File: src/rtl/sliding_window_arq_controller_unit_defines.svh
// Assertion macros for the ARQ controller.
`ifndef SLIDING_WINDOW_ARQ_CONTROLLER_UNIT_DEFINES_SVH
`define SLIDING_WINDOW_ARQ_CONTROLLER_UNIT_DEFINES_SVH
`ifndef SYNTH
`define SWAC_ASSERT_IMP(lbl, ck, rn, ante, cons, msg) \
  lbl: assert property (@(posedge ck) disable iff (!(rn)) (ante) |-> (cons)) \
    else $error(msg);
`define SWAC_ASSERT_NXT(lbl, ck, rn, ante, cons, msg) \
  lbl: assert property (@(posedge ck) disable iff (!(rn)) (ante) |=> (cons)) \
    else $error(msg);
`else
`define SWAC_ASSERT_IMP(lbl, ck, rn, ante, cons, msg)
`define SWAC_ASSERT_NXT(lbl, ck, rn, ante, cons, msg)
`endif
`endif

File: src/rtl/swac_pkg.sv
package swac_pkg;

  localparam int WINDOW = 16;
  localparam int SLOT_W = $clog2(WINDOW);
  localparam int SEQ_W  = 16;

  localparam logic [7:0] MAX_PAYLOAD = 8'd119;
  localparam logic [4:0] PHY_QUEUE   = 5'd16;

  localparam logic [7:0]  TYPE_IDLE  = 8'h00;
  localparam logic [7:0]  TYPE_HELLO = 8'h01;
  localparam logic [7:0]  TYPE_PONG  = 8'h04;

  localparam logic [1:0]  ROLE_MASTER = 2'd1;
  localparam logic [1:0]  ROLE_SLAVE  = 2'd2;

  localparam logic [7:0]  RETRY_INTERVAL_RST = 8'd40;
  localparam logic [7:0]  RETRY_LIMIT_RST    = 8'd12;
  localparam logic [15:0] PREV_RX_SEQ_RST    = 16'hFFFF;

  typedef enum logic [1:0] {
    ACT_SEND = 2'd0,
    ACT_RECV = 2'd1,
    ACT_TICK = 2'd2,
    ACT_NONE = 2'd3
  } action_t;

  typedef enum logic [2:0] {
    KIND_SENT      = 3'd0,
    KIND_REFUSED   = 3'd1,
    KIND_RETX      = 3'd2,
    KIND_EXHAUSTED = 3'd3,
    KIND_DELIVERED = 3'd4,
    KIND_DUPLICATE = 3'd5,
    KIND_IDLE_RX   = 3'd6
  } kind_t;

  typedef enum logic [1:0] {
    CFG_ROLE_MASTER    = 2'd0,
    CFG_RETRY_INTERVAL = 2'd1,
    CFG_RETRY_LIMIT    = 2'd2
  } cfg_index_t;

  typedef struct packed {
    kind_t             kind;
    logic [SLOT_W-1:0] slot;
    logic [SEQ_W-1:0]  seq;
    logic [SEQ_W-1:0]  ack;
    logic [SEQ_W-1:0]  unacked;
    logic [7:0]        frame_type;
    logic [7:0]        len;
    logic [1:0]        role;
  } result_t;

endpackage

File: src/rtl/sliding_window_arq_controller_unit.sv
// Sliding-window ARQ header bookkeeping over a 16-bit sequence space with a
// window of 16 slots. Items on the in_ stream are send requests, received
// frame headers and one-millisecond ticks (selected by in_tuser); each send
// or receive yields one result, a tick yields zero to sixteen results, the
// last one marked with out_tlast. One item is worked at a time and in_tready
// is low meanwhile. A send is accepted, then reported. A receive is accepted,
// its acknowledgment is swept over every slot, the oldest-unacked pointer
// walks forward over free slots until it stops, and the result is reported.
// A tick is accepted, each slot is visited in turn and the last result is
// flushed; the scan ends early once a retransmission finds no PHY room left.
// Ordering comparisons of sequence numbers and tick ages run through one
// shared 16-bit subtractor. A result that is not taken stalls further
// reports until out_tready returns.
`include "sliding_window_arq_controller_unit_defines.svh"

module sliding_window_arq_controller_unit (
  input  logic        clk,
  input  logic        rst_n,
  input  logic        in_tvalid,
  output logic        in_tready,
  // frame_type[7:0], ack_req[8], payload_len[16:9], rx_seq[32:17],
  // rx_ack[48:33], phy_space[53:49], zero fill[55:54]
  input  logic [55:0] in_tdata,
  // action[1:0]
  input  logic [1:0]  in_tuser,
  output logic        out_tvalid,
  input  logic        out_tready,
  // slot[3:0], seq_out[19:4], ack_out[35:20], unacked_out[51:36],
  // type_out[59:52], len_out[67:60], role_code[69:68], zero fill[71:70]
  output logic [71:0] out_tdata,
  // kind[2:0]
  output logic [2:0]  out_tuser,
  output logic        out_tlast,
  input  logic        cfg_we,
  input  logic [1:0]  cfg_index,
  input  logic [7:0]  cfg_wdata
);

  localparam int NW = swac_pkg::WINDOW;
  localparam int SW = swac_pkg::SLOT_W;
  localparam logic [SW-1:0] LAST_SLOT = SW'(swac_pkg::WINDOW - 1);

  typedef enum logic [2:0] {
    ST_IDLE,
    ST_SEND,
    ST_RX_ACK,
    ST_RX_ADV,
    ST_RX_OUT,
    ST_TICK_SCAN,
    ST_TICK_FLUSH
  } state_t;

  state_t state_r, state_nxt;
  logic [SW-1:0] idx_r, idx_nxt;

  logic       role_master_r, role_master_nxt;
  logic [7:0] retry_interval_r, retry_interval_nxt;
  logic [7:0] retry_limit_r, retry_limit_nxt;

  logic [15:0] next_tx_seq_r, next_tx_seq_nxt;
  logic [15:0] oldest_unacked_r, oldest_unacked_nxt;
  logic [15:0] expected_rx_seq_r, expected_rx_seq_nxt;
  logic [15:0] previous_rx_seq_r, previous_rx_seq_nxt;
  logic [15:0] now_ms_r, now_ms_nxt;
  logic [NW-1:0] slot_busy_r, slot_busy_nxt;

  logic [7:0]  type_r, type_nxt;
  logic        ack_req_r, ack_req_nxt;
  logic [7:0]  len_r, len_nxt;
  logic [15:0] rx_seq_r, rx_seq_nxt;
  logic [15:0] rx_ack_r, rx_ack_nxt;
  logic [4:0]  space_r, space_nxt;

  logic              out_valid_r, out_valid_nxt;
  logic              out_last_r, out_last_nxt;
  swac_pkg::result_t out_res_r, out_res_nxt;
  logic              hold_valid_r, hold_valid_nxt;
  swac_pkg::result_t hold_res_r, hold_res_nxt;

  logic [15:0] slot_seq_r [NW];
  logic [15:0] slot_seq_nxt [NW];
  logic [7:0]  slot_tries_r [NW];
  logic [7:0]  slot_tries_nxt [NW];
  logic [15:0] slot_time_r [NW];
  logic [15:0] slot_time_nxt [NW];
  logic [7:0]  slot_type_r [NW];
  logic [7:0]  slot_type_nxt [NW];
  logic [7:0]  slot_len_r [NW];
  logic [7:0]  slot_len_nxt [NW];
  logic [15:0] slot_ack_r [NW];
  logic [15:0] slot_ack_nxt [NW];
  logic [15:0] slot_unacked_r [NW];
  logic [15:0] slot_unacked_nxt [NW];

  logic [15:0] sub_a, sub_b, sub_d;
  logic        sub_cin;

  logic [7:0]  in_type, in_len;
  logic        in_ack_req;
  logic [15:0] in_rx_seq, in_rx_ack;
  logic [4:0]  in_space;
  logic        emit_ok;
  logic [1:0]  role_w;

  assign in_type     = in_tdata[7:0];
  assign in_ack_req  = in_tdata[8];
  assign in_len      = in_tdata[16:9];
  assign in_rx_seq   = in_tdata[32:17];
  assign in_rx_ack   = in_tdata[48:33];
  assign in_space    = in_tdata[53:49];

  assign in_tready  = (state_r == ST_IDLE);
  assign out_tvalid = out_valid_r;
  assign out_tlast  = out_last_r;
  assign out_tuser  = out_res_r.kind;
  assign out_tdata  = {2'b00, out_res_r.role, out_res_r.len, out_res_r.frame_type,
                       out_res_r.unacked, out_res_r.ack, out_res_r.seq, out_res_r.slot};

  assign emit_ok = !out_valid_r || out_tready;
  assign role_w  = role_master_r ? swac_pkg::ROLE_MASTER : swac_pkg::ROLE_SLAVE;

  // shared subtractor: a - b when cin is set, a - b - 1 otherwise
  always_comb begin
    unique case (state_r)
      ST_SEND: begin
        sub_a = next_tx_seq_r; sub_b = oldest_unacked_r; sub_cin = 1'b1;
      end
      ST_RX_ACK: begin
        sub_a = rx_ack_r; sub_b = slot_seq_r[idx_r]; sub_cin = 1'b0;
      end
      ST_RX_ADV: begin
        sub_a = oldest_unacked_r; sub_b = next_tx_seq_r; sub_cin = 1'b1;
      end
      ST_TICK_SCAN: begin
        sub_a = now_ms_r; sub_b = slot_time_r[idx_r]; sub_cin = 1'b1;
      end
      default: begin
        sub_a = '0; sub_b = '0; sub_cin = 1'b0;
      end
    endcase
  end

  assign sub_d = sub_a + ~sub_b + {15'd0, sub_cin};

  always_comb begin
    swac_pkg::result_t res;
    logic refused;
    logic qualifies;
    logic exhaust;
    logic [SW-1:0] wslot;

    state_nxt           = state_r;
    idx_nxt             = idx_r;
    role_master_nxt     = role_master_r;
    retry_interval_nxt  = retry_interval_r;
    retry_limit_nxt     = retry_limit_r;
    next_tx_seq_nxt     = next_tx_seq_r;
    oldest_unacked_nxt  = oldest_unacked_r;
    expected_rx_seq_nxt = expected_rx_seq_r;
    previous_rx_seq_nxt = previous_rx_seq_r;
    now_ms_nxt          = now_ms_r;
    slot_busy_nxt       = slot_busy_r;
    type_nxt            = type_r;
    ack_req_nxt         = ack_req_r;
    len_nxt             = len_r;
    rx_seq_nxt          = rx_seq_r;
    rx_ack_nxt          = rx_ack_r;
    space_nxt           = space_r;
    out_valid_nxt       = out_valid_r && !out_tready;
    out_last_nxt        = out_last_r;
    out_res_nxt         = out_res_r;
    hold_valid_nxt      = hold_valid_r;
    hold_res_nxt        = hold_res_r;
    slot_seq_nxt        = slot_seq_r;
    slot_tries_nxt      = slot_tries_r;
    slot_time_nxt       = slot_time_r;
    slot_type_nxt       = slot_type_r;
    slot_len_nxt        = slot_len_r;
    slot_ack_nxt        = slot_ack_r;
    slot_unacked_nxt    = slot_unacked_r;

    res        = '0;
    res.role   = role_w;
    refused    = 1'b0;
    qualifies  = 1'b0;
    exhaust    = 1'b0;
    wslot      = next_tx_seq_r[SW-1:0];

    if (cfg_we) begin
      unique case (swac_pkg::cfg_index_t'(cfg_index))
        swac_pkg::CFG_ROLE_MASTER:    role_master_nxt    = cfg_wdata[0];
        swac_pkg::CFG_RETRY_INTERVAL: retry_interval_nxt = cfg_wdata;
        swac_pkg::CFG_RETRY_LIMIT:    retry_limit_nxt    = cfg_wdata;
        default: ;
      endcase
    end

    unique case (state_r)
      ST_IDLE: begin
        if (in_tvalid) begin
          type_nxt     = in_type;
          ack_req_nxt  = in_ack_req;
          len_nxt      = (in_len > swac_pkg::MAX_PAYLOAD) ? swac_pkg::MAX_PAYLOAD : in_len;
          rx_seq_nxt   = in_rx_seq;
          rx_ack_nxt   = in_rx_ack;
          space_nxt    = (in_space > swac_pkg::PHY_QUEUE) ? swac_pkg::PHY_QUEUE : in_space;
          idx_nxt      = '0;
          unique case (swac_pkg::action_t'(in_tuser))
            swac_pkg::ACT_SEND: state_nxt = ST_SEND;
            swac_pkg::ACT_RECV: state_nxt = ST_RX_ACK;
            swac_pkg::ACT_TICK: begin
              now_ms_nxt = now_ms_r + 16'd1;
              state_nxt  = ST_TICK_SCAN;
            end
            default: ;
          endcase
        end
      end

      ST_SEND: begin
        if (emit_ok) begin
          refused = (ack_req_r && (|sub_d[15:SW])) || (space_r == 5'd0);
          res.kind       = refused ? swac_pkg::KIND_REFUSED : swac_pkg::KIND_SENT;
          res.slot       = (!refused && ack_req_r) ? next_tx_seq_r[SW-1:0] : '0;
          res.seq        = (!refused && ack_req_r) ? next_tx_seq_r : 16'd0;
          res.ack        = expected_rx_seq_r;
          res.unacked    = oldest_unacked_r;
          res.frame_type = type_r;
          res.len        = len_r;
          out_valid_nxt  = 1'b1;
          out_last_nxt   = 1'b1;
          out_res_nxt    = res;
          if (!refused && ack_req_r && (type_r != swac_pkg::TYPE_IDLE)) begin
            slot_busy_nxt[wslot]    = 1'b1;
            slot_seq_nxt[wslot]     = next_tx_seq_r;
            slot_tries_nxt[wslot]   = 8'd1;
            slot_time_nxt[wslot]    = now_ms_r;
            slot_type_nxt[wslot]    = type_r;
            slot_len_nxt[wslot]     = len_r;
            slot_ack_nxt[wslot]     = expected_rx_seq_r;
            slot_unacked_nxt[wslot] = oldest_unacked_r;
            next_tx_seq_nxt         = next_tx_seq_r + 16'd1;
          end
          state_nxt = ST_IDLE;
        end
      end

      ST_RX_ACK: begin
        if (slot_busy_r[idx_r] && !sub_d[15]) begin
          slot_busy_nxt[idx_r] = 1'b0;
        end
        idx_nxt = idx_r + SW'(1);
        if (idx_r == LAST_SLOT) begin
          state_nxt = ST_RX_ADV;
        end
      end

      ST_RX_ADV: begin
        if (sub_d[15] && !slot_busy_r[oldest_unacked_r[SW-1:0]]) begin
          oldest_unacked_nxt = oldest_unacked_r + 16'd1;
        end else begin
          state_nxt = ST_RX_OUT;
        end
      end

      ST_RX_OUT: begin
        if (emit_ok) begin
          if (type_r == swac_pkg::TYPE_IDLE) begin
            res.kind = swac_pkg::KIND_IDLE_RX;
          end else if ((rx_seq_r != previous_rx_seq_r) || (type_r == swac_pkg::TYPE_PONG) ||
                       (type_r == swac_pkg::TYPE_HELLO)) begin
            previous_rx_seq_nxt = rx_seq_r;
            if ((type_r != swac_pkg::TYPE_PONG) && (type_r != swac_pkg::TYPE_HELLO)) begin
              expected_rx_seq_nxt = rx_seq_r + 16'd1;
            end
            res.kind = swac_pkg::KIND_DELIVERED;
          end else begin
            res.kind = swac_pkg::KIND_DUPLICATE;
          end
          res.slot       = '0;
          res.seq        = rx_seq_r;
          res.ack        = expected_rx_seq_nxt;
          res.unacked    = oldest_unacked_r;
          res.frame_type = type_r;
          res.len        = len_r;
          out_valid_nxt  = 1'b1;
          out_last_nxt   = 1'b1;
          out_res_nxt    = res;
          state_nxt      = ST_IDLE;
        end
      end

      ST_TICK_SCAN: begin
        qualifies      = slot_busy_r[idx_r] && !(sub_d < {8'd0, retry_interval_r});
        exhaust        = slot_tries_r[idx_r] >= retry_limit_r;
        res.slot       = idx_r;
        res.seq        = slot_seq_r[idx_r];
        res.ack        = slot_ack_r[idx_r];
        res.unacked    = slot_unacked_r[idx_r];
        res.frame_type = slot_type_r[idx_r];
        res.len        = slot_len_r[idx_r];
        res.kind       = exhaust ? swac_pkg::KIND_EXHAUSTED : swac_pkg::KIND_RETX;
        if (qualifies && !exhaust && (space_r == 5'd0)) begin
          state_nxt = ST_TICK_FLUSH;
        end else if (qualifies) begin
          if (!hold_valid_r || emit_ok) begin
            if (hold_valid_r) begin
              out_valid_nxt = 1'b1;
              out_last_nxt  = 1'b0;
              out_res_nxt   = hold_res_r;
            end
            hold_valid_nxt = 1'b1;
            hold_res_nxt   = res;
            if (exhaust) begin
              slot_busy_nxt[idx_r] = 1'b0;
            end else begin
              space_nxt             = space_r - 5'd1;
              slot_tries_nxt[idx_r] = slot_tries_r[idx_r] + 8'd1;
              slot_time_nxt[idx_r]  = now_ms_r;
            end
            idx_nxt = idx_r + SW'(1);
            if (idx_r == LAST_SLOT) begin
              state_nxt = ST_TICK_FLUSH;
            end
          end
        end else begin
          idx_nxt = idx_r + SW'(1);
          if (idx_r == LAST_SLOT) begin
            state_nxt = ST_TICK_FLUSH;
          end
        end
      end

      ST_TICK_FLUSH: begin
        if (!hold_valid_r) begin
          state_nxt = ST_IDLE;
        end else if (emit_ok) begin
          out_valid_nxt  = 1'b1;
          out_last_nxt   = 1'b1;
          out_res_nxt    = hold_res_r;
          hold_valid_nxt = 1'b0;
          state_nxt      = ST_IDLE;
        end
      end

      default: state_nxt = ST_IDLE;
    endcase
  end

  always_ff @(posedge clk) begin
    if (!rst_n) begin
      state_r           <= ST_IDLE;
      idx_r             <= '0;
      role_master_r     <= 1'b1;
      retry_interval_r  <= swac_pkg::RETRY_INTERVAL_RST;
      retry_limit_r     <= swac_pkg::RETRY_LIMIT_RST;
      next_tx_seq_r     <= 16'd1;
      oldest_unacked_r  <= 16'd1;
      expected_rx_seq_r <= 16'd0;
      previous_rx_seq_r <= swac_pkg::PREV_RX_SEQ_RST;
      now_ms_r          <= 16'd0;
      slot_busy_r       <= '0;
      out_valid_r       <= 1'b0;
      hold_valid_r      <= 1'b0;
    end else begin
      state_r           <= state_nxt;
      idx_r             <= idx_nxt;
      role_master_r     <= role_master_nxt;
      retry_interval_r  <= retry_interval_nxt;
      retry_limit_r     <= retry_limit_nxt;
      next_tx_seq_r     <= next_tx_seq_nxt;
      oldest_unacked_r  <= oldest_unacked_nxt;
      expected_rx_seq_r <= expected_rx_seq_nxt;
      previous_rx_seq_r <= previous_rx_seq_nxt;
      now_ms_r          <= now_ms_nxt;
      slot_busy_r       <= slot_busy_nxt;
      out_valid_r       <= out_valid_nxt;
      hold_valid_r      <= hold_valid_nxt;
    end
    type_r         <= type_nxt;
    ack_req_r      <= ack_req_nxt;
    len_r          <= len_nxt;
    rx_seq_r       <= rx_seq_nxt;
    rx_ack_r       <= rx_ack_nxt;
    space_r        <= space_nxt;
    out_last_r     <= out_last_nxt;
    out_res_r      <= out_res_nxt;
    hold_res_r     <= hold_res_nxt;
    slot_seq_r     <= slot_seq_nxt;
    slot_tries_r   <= slot_tries_nxt;
    slot_time_r    <= slot_time_nxt;
    slot_type_r    <= slot_type_nxt;
    slot_len_r     <= slot_len_nxt;
    slot_ack_r     <= slot_ack_nxt;
    slot_unacked_r <= slot_unacked_nxt;
  end

  `SWAC_ASSERT_IMP(a_idle_no_hold, clk, rst_n, in_tready, !hold_valid_r,
                   "held result while idle")
  `SWAC_ASSERT_NXT(a_busy_after_accept, clk, rst_n,
                   in_tvalid && in_tready &&
                   (in_tuser == swac_pkg::ACT_SEND || in_tuser == swac_pkg::ACT_RECV),
                   !in_tready, "ready right after send or receive")
  `SWAC_ASSERT_IMP(a_inflight_bound, clk, rst_n, 1'b1,
                   16'(next_tx_seq_r - oldest_unacked_r) <= 16'(swac_pkg::WINDOW),
                   "frames in flight exceed window")
  `SWAC_ASSERT_IMP(a_hold_in_tick, clk, rst_n, hold_valid_r,
                   state_r == ST_TICK_SCAN || state_r == ST_TICK_FLUSH,
                   "held result outside tick scan")

endmodule

File: config.mk
export PLATFORM = sky130hd
export DESIGN_NAME = sliding_window_arq_controller_unit
export DESIGN_NICKNAME = d
export VERILOG_FILES = /design/src/rtl/swac_pkg.sv /design/src/rtl/sliding_window_arq_controller_unit.sv
export VERILOG_INCLUDE_DIRS = /design/src /design/src/rtl
export SDC_FILE = /design/constraint.sdc
export NUM_CORES = 2
export LEC_CHECK = 0
export ABC_AREA = 1
export BUFFER_PORTS_ARGS = -buffer_cell sky130_fd_sc_hd__buf_2
export CAP_MARGIN = 20
export CORE_MARGIN = 2
export CORE_UTILIZATION = 35
export CTS_CLUSTER_DIAMETER = 30
export DETAILED_ROUTE_END_ITERATION = 10
export PLACE_DENSITY_LB_ADDON = 0.08
export SYNTH_ARGS = -nofsm -noshare
export SYNTH_HDL_FRONTEND = slang
export SYNTH_SLANG_ARGS = --single-unit
File: constraint.sdc
create_clock -name clk -period 37.9 [get_ports clk]
set_input_delay 5.685 -clock clk [delete_from_list [all_inputs] [get_ports clk]]
set_output_delay 5.685 -clock clk [all_outputs]
set_load 0.005 [all_outputs]
* Word level (Yosys, flattened, before mapping)
Index checks and enable logic that the tools add are counted.
Storage, ports and cells: flip-flop bits (word level) 1731, bits of input ports 73, output and inout port bits 78
Cells by class: add/sub/neg operators 9, order comparisons 13, eq/ne operators 34, mux-type cells 132, bitwise operators 11, reduce and logical (&&, ||, !) cells 61
Operators by type and width (number):
- $mux 256 | 6
- $bwmux 256 | 5
- $mux 128 | 6
- $mux 73 | 8
- $pmux 256 s2 | 1
- $bwmux 128 | 3
- $mux 16 | 21
- $pmux 73 s4 | 1
- $bmux 16 s4 | 4
- $pmux 128 s2 | 1
- $demux 16 s4 | 2
- $pmux 16 s4 | 2
- $and 112x112->112 | 1
- $not 112->112 | 1
- $bmux 8 s4 | 3
- $add 16x1->16 const B | 4
- $demux 8 s4 | 2
- $mux 8 | 8
- $pmux 16 s3 | 1
- $not 16->16 | 2
- $or 16x16->16 | 2
- $mux 5 | 6
- $ne 2x2->1 const B | 15
- $mux 3 | 9
- other kinds (63) | 146

* Depth between registers and ports, before layout
depth after elaboration 17, depth in mapped cells 36, depth with buffers taken out 30

* Worst setup path before layout
Ideal clock, no wire load.
path type input port to flip-flop, start in out_tready, end reg out_res_r, in the netlist out_tdata[0] (enable), library setup time 684 ps, data arrival time 13210 ps, required time 37216 ps, slack 24005 ps, stages on the path 8, path buffers 0, path through nor2_1 -> inv_1 -> nor2_1 -> inv_1 -> nor2_1 -> nor2_1 -> o21ai_0 -> nor4_1
Between the ends: cells in the longest elaborated chain, start to end 4
RTL lines:
- start: declaration | line sliding_window_arq_controller_unit.sv:27 | input logic out_tready,
- $logic_or 1x1->1 (*) | line sliding_window_arq_controller_unit.sv:119 | assign emit_ok = !out_valid_r || out_tready;
- $logic_or 1x1->1 | line sliding_window_arq_controller_unit.sv:306 | if (!hold_valid_r || emit_ok) begin
- $ne 2x2->1 (no source line)
- $reduce_and 9->1 (no source line) (*)
- end signal: assignment | line sliding_window_arq_controller_unit.sv:387 | out_res_r <= out_res_nxt;
- end: declaration | line sliding_window_arq_controller_unit.sv:76 | swac_pkg::result_t out_res_r, out_res_nxt;
Mark *: on every way between the ends. The rest lies on a longest branch, timed or not. A chain may end at the register's enable or synchronous reset.

* Worst setup path in the final report
start reg idx_r[0], end reg slot_type_r[11] (netlist name) (enable)
Between the ends: cells in the longest elaborated chain, start to end 15
RTL lines:
- start: declaration | line sliding_window_arq_controller_unit.sv:54 | logic [SW-1:0] idx_r, idx_nxt;
- start signal: assignment | line sliding_window_arq_controller_unit.sv:367 | idx_r <= idx_nxt;
- $not 4->5 (implied by the code) (*) | line sliding_window_arq_controller_unit.sv:129, sliding_window_arq_controller_unit.sv:135
- $bmux 16 s4 (on tied branches) | line sliding_window_arq_controller_unit.sv:135, sliding_window_arq_controller_unit.sv:129
- $mux 16 (on tied branches) (2 in a row) | line sliding_window_arq_controller_unit.sv:135, sliding_window_arq_controller_unit.sv:129
- $pmux 16 s4 (*) | line sliding_window_arq_controller_unit.sv:124 | unique case (state_r)
- $not 16->16 (*) | line sliding_window_arq_controller_unit.sv:143 | assign sub_d = sub_a + ~sub_b + {15'd0, sub_cin};
- $add 16x16->16 (*) | line sliding_window_arq_controller_unit.sv:143
- $add 16x1->16 (*) | line sliding_window_arq_controller_unit.sv:143
- $reduce_or 12->1 (*) | line sliding_window_arq_controller_unit.sv:222 | refused = (ack_req_r && (|sub_d[15:SW])) || (space_r == 5'd0);
- $logic_and 1x1->1 (*) | line sliding_window_arq_controller_unit.sv:222
- $logic_or 1x1->1 (*) | line sliding_window_arq_controller_unit.sv:222
- $logic_not 1->1 (*) | line sliding_window_arq_controller_unit.sv:233 | if (!refused && ack_req_r && (type_r != swac_pkg::TYPE_IDLE)) begin
- $logic_and 1x1->1 (*) (2 in a row) | line sliding_window_arq_controller_unit.sv:233
- $reduce_and 3->1 (no source line) (*)
- end signal: assignment | line sliding_window_arq_controller_unit.sv:392 | slot_type_r <= slot_type_nxt;
- end: declaration | line sliding_window_arq_controller_unit.sv:86 | logic [7:0] slot_type_r [NW];
Mark *: on every way between the ends. The rest lies on a longest branch, timed or not. The select of a mux whose other input is x is not followed.

==> metrics.md <==
| Metric | Value |
|---|---|
| Final #Nets | 6943 |
| First DRT Iteration DRCs | 4509 |
| Synth area leaders | edfxtp_1, o21ai_0, nor2_1 |
| Layout area overhead | 24.61% |
| Syn. warnings | 0 |
| Kind of critical path | register to register |
| Top-count cell post-synth | edfxtp_1 |
| Max Cap Viol | 0 |
| Global-route wire length before repair | around 360000 um |
| Antenna viol nets, final | 0 |
| Layout cell share with drive strength beyond 1 | 0.1382 |
| Asr flop ratio synth | 0 |
| GPL Wtd Cong | about 0.86 |
| Grt ovf | 0 |
| Gr usage total | 0.2319 |
| Post-synth EDFFs | 1607 |
| Core ar. | just over 0.2 sq mm |
| Pwr dens | 84.05 mW/mm^2 |
| CP dominant cell by count | buf_4 |
| CTS sink cnt | 1729 |
| DR vias | roughly 52000 |
| Worst-path clk slew | 0.04 ns |
| Worst Setup End Kind | register |
| Setup TNS | 0 ns |
| Top cells by count, synth | edfxtp_1, nor2_1, o21ai_0 |
| Arrival @ worst endpoint | approximately 10 ns |
| Startpoint types | register |
| H-tree levels | 5 |
| Max-slew headroom | 0.2500 |
| Initial antenna violation count | 2 |
| Synth Area per Inst | about 11 sq um |
| Hold Slack | approximately 0.43 ns |
| Setup-violating endpoint count in the final report | 0 |
| Hold Crit Class | register to register |
| Cts bufs inserted | roughly 440 |
| Yosys cell types | 55 |
| DR DRC count | 0 |
| Cell Rows | 167 |
| Post-DP HPWL | ~140000 um |
| Syn Std Cell Area | roughly 0.073 sq mm |
| Clk root buf | clkbuf_16 |
| Vias per Instance | ~5.3 |
| Final hold violations | 0 |
| Top_reg_cell synth | edfxtp_1 |
| Critical Path RT | 38.44 ns |
| Die area | 0.2121 sq mm |
| Setup bufs post-CTS | 0 |
| Pre-CTS WS | between 20 and 30 ns |
| Post-synthesis register bit count | ~1700 |
| Slew @ Worst Pin | 1.125 ns |
| Tcrit/Tclk final | 0.2493 |
| Cell family contributing the most delay on the critical path | buffers and inverters |
| Io pins | between 150 and 200 |
| LEAKAGE | 32.67 nW |
| Worst Skew | around 0.081 ns |
| Post-Route WL | between 200000 and 300000 um |
| Die Wd | ~460 um |
| Largest net degree at the start of global routing | 184 |
| Clk Latency, worst-skew pair | between 0.9 and 1 ns |
| TritonCTS clock tree | yes |
| Cells after synthesis | 6490 |
| PortBufs | approximately 150 |
| CTS Hold Bufs | 0 |
| Fmax | roughly 0.11 GHz |
| Worst vdd ir | about 0.000050 V |
| Critical-path top delay cell | buf_4 |
| Starting density of the core | 0.3523 |
| Die H | around 460 um |
| Crit path buf inv count | 8 |
| Bufs on Longest Clock Path | 4 |
| Max Transition Viols Final | 0 |
| Seq/Total Area, Yosys | 0.6950 |
| Run status | completed |
| Post-CTS Resized | 0 |
| Unrepaired setup endpoints after global routing | false |
| CP Max Fanout | between 100 and 150 |
| Post-synth top area share | 0.6616 |
| FILL cells | roughly 19000 |
| Number of global-route vias before repair | between 50000 and 60000 |
| Final setup margin | about 28 ns |
| Max stage delay on crit path | around 0.80 ns |
| Drt wl/cell | between 20 and 30 um |
| Detailed Routing Iterations Pass 1 | 8 |
| Area leader, netlist | edfxtp_1 |
| Minimum clock period | ~9.4 ns |
==> kinds of logic after synthesis <==
group	Yosys count	synth area share
xor gates and xnor gates	46	0.005523
buffers and inverters	776	0.04204
other	1	0.00005141
AOI/OAI and AO/OA	1628	0.1233
and+or+nand+nor	2262	0.1256
DFF	1729	0.6950
adders and majority gates	48	0.008439
==> sequential cells by signal (all words and copies together) (netlist names), 4 cells and up <==
signal / flops
len_r: 8
retry_interval_r: 8
slot_tries_r: 128
out_tdata: 70
oldest_unacked_r: 16
slot_time_r: 256
space_r: 5
next_tx_seq_r: 16
slot_seq_r: 256
retry_limit_r: 8
hold_res_r: 71
idx_r: 4
slot_len_r: 128
previous_rx_seq_r: 16
slot_unacked_r: 256
rx_ack_r: 16
type_r: 8
slot_type_r: 128
now_ms_r: 16
slot_busy_r: 16
expected_rx_seq_r: 16
rx_seq_r: 16
slot_ack_r: 256
==> routing by layer <==
metal / vias up / global-route usage / wire length, um
li1: 24079 / - / -
met1: 26393 / 0.3089 / 110000
met2: 1583 / 0.3851 / 120800
met3: 408 / 0.03373 / 11980
met4: 0 / 0.08128 / 7426
met5: - / 0 / 0
==> final timing paths <==
path            startpoint               to  slack (ns)  depth (start not counted)
max               idx_r[0]  slot_type_r[11]       28.45                         26
min          role_master_r    hold_res_r[0]        0.43                          0
max reg2reg       idx_r[0]  slot_type_r[11]       28.45                         26
min reg2reg  role_master_r    hold_res_r[0]        0.43                          0
==> metrics by stage <==
stage,power (mW),util,area (sq um),cells
after global placement,4.139,0.3711,76840,9169
final,7.640,0.4390,90890,9954
after global routing,8.001,0.4389,90890,9952
after detailed placement,4.145,0.3711,76850,9170
after floorplan,3.526,-,72950,6492
after CTS,7.697,0.4389,90890,9951
==> report_power, final <==
part | leakage (nW) | switching, mW | internal, mW | total [mW]
logic | 9.48 | 1.25 | 0.500 | 1.75
clock network | 6.81 | 1.08 | 2.45 | 3.53
registers | 16.4 | 0.0847 | 2.27 | 2.36
total | 32.7 | 2.42 | 5.22 | 7.64
==> layout make-up <==
cell class,instances,area (sq um),area share
flip-flops and latches,1729,50710,0.5579
multi-input cells,3987,19370,0.2131
clock buffers,542,11520,0.1267
well taps,2788,3488,0.03838
clock inverters,239,2522,0.02775
repair buffers,285,1831,0.02014
inverters,381,1453,0.01598
diodes,3,7.507,0.00008259
==> cell usage in the layout, fill, tap and decap left out, types with 43 or more instances in the layout <==
master        n
bufinv_16    51
nand2_1     868
nor2_1     1065
ha_1         46
clkinv_1     95
nand3_1      93
o21ai_0     898
edfxtp_1   1607
inv_1       342
buf_2       145
nor3_1       43
clkinv_2     75
o22ai_1     396
nand4_1     110
a21oi_1     185
dfxtp_1     120
buf_4       135
clkbuf_1     92
clkbuf_16   442
==> worst reg2reg max path: cells and delay by family (launching register included) <==
family	cells	cell delay, ns
adder cells (fa/ha/maj)	1	0.41
AO/OA/AOI/OAI	10	1.99
buffers and inverters	8	4.79
AND/OR/NAND/NOR	7	1.39
flip-flops	1	0.44
No activity file was read; power rests on OpenSTA's default activity.
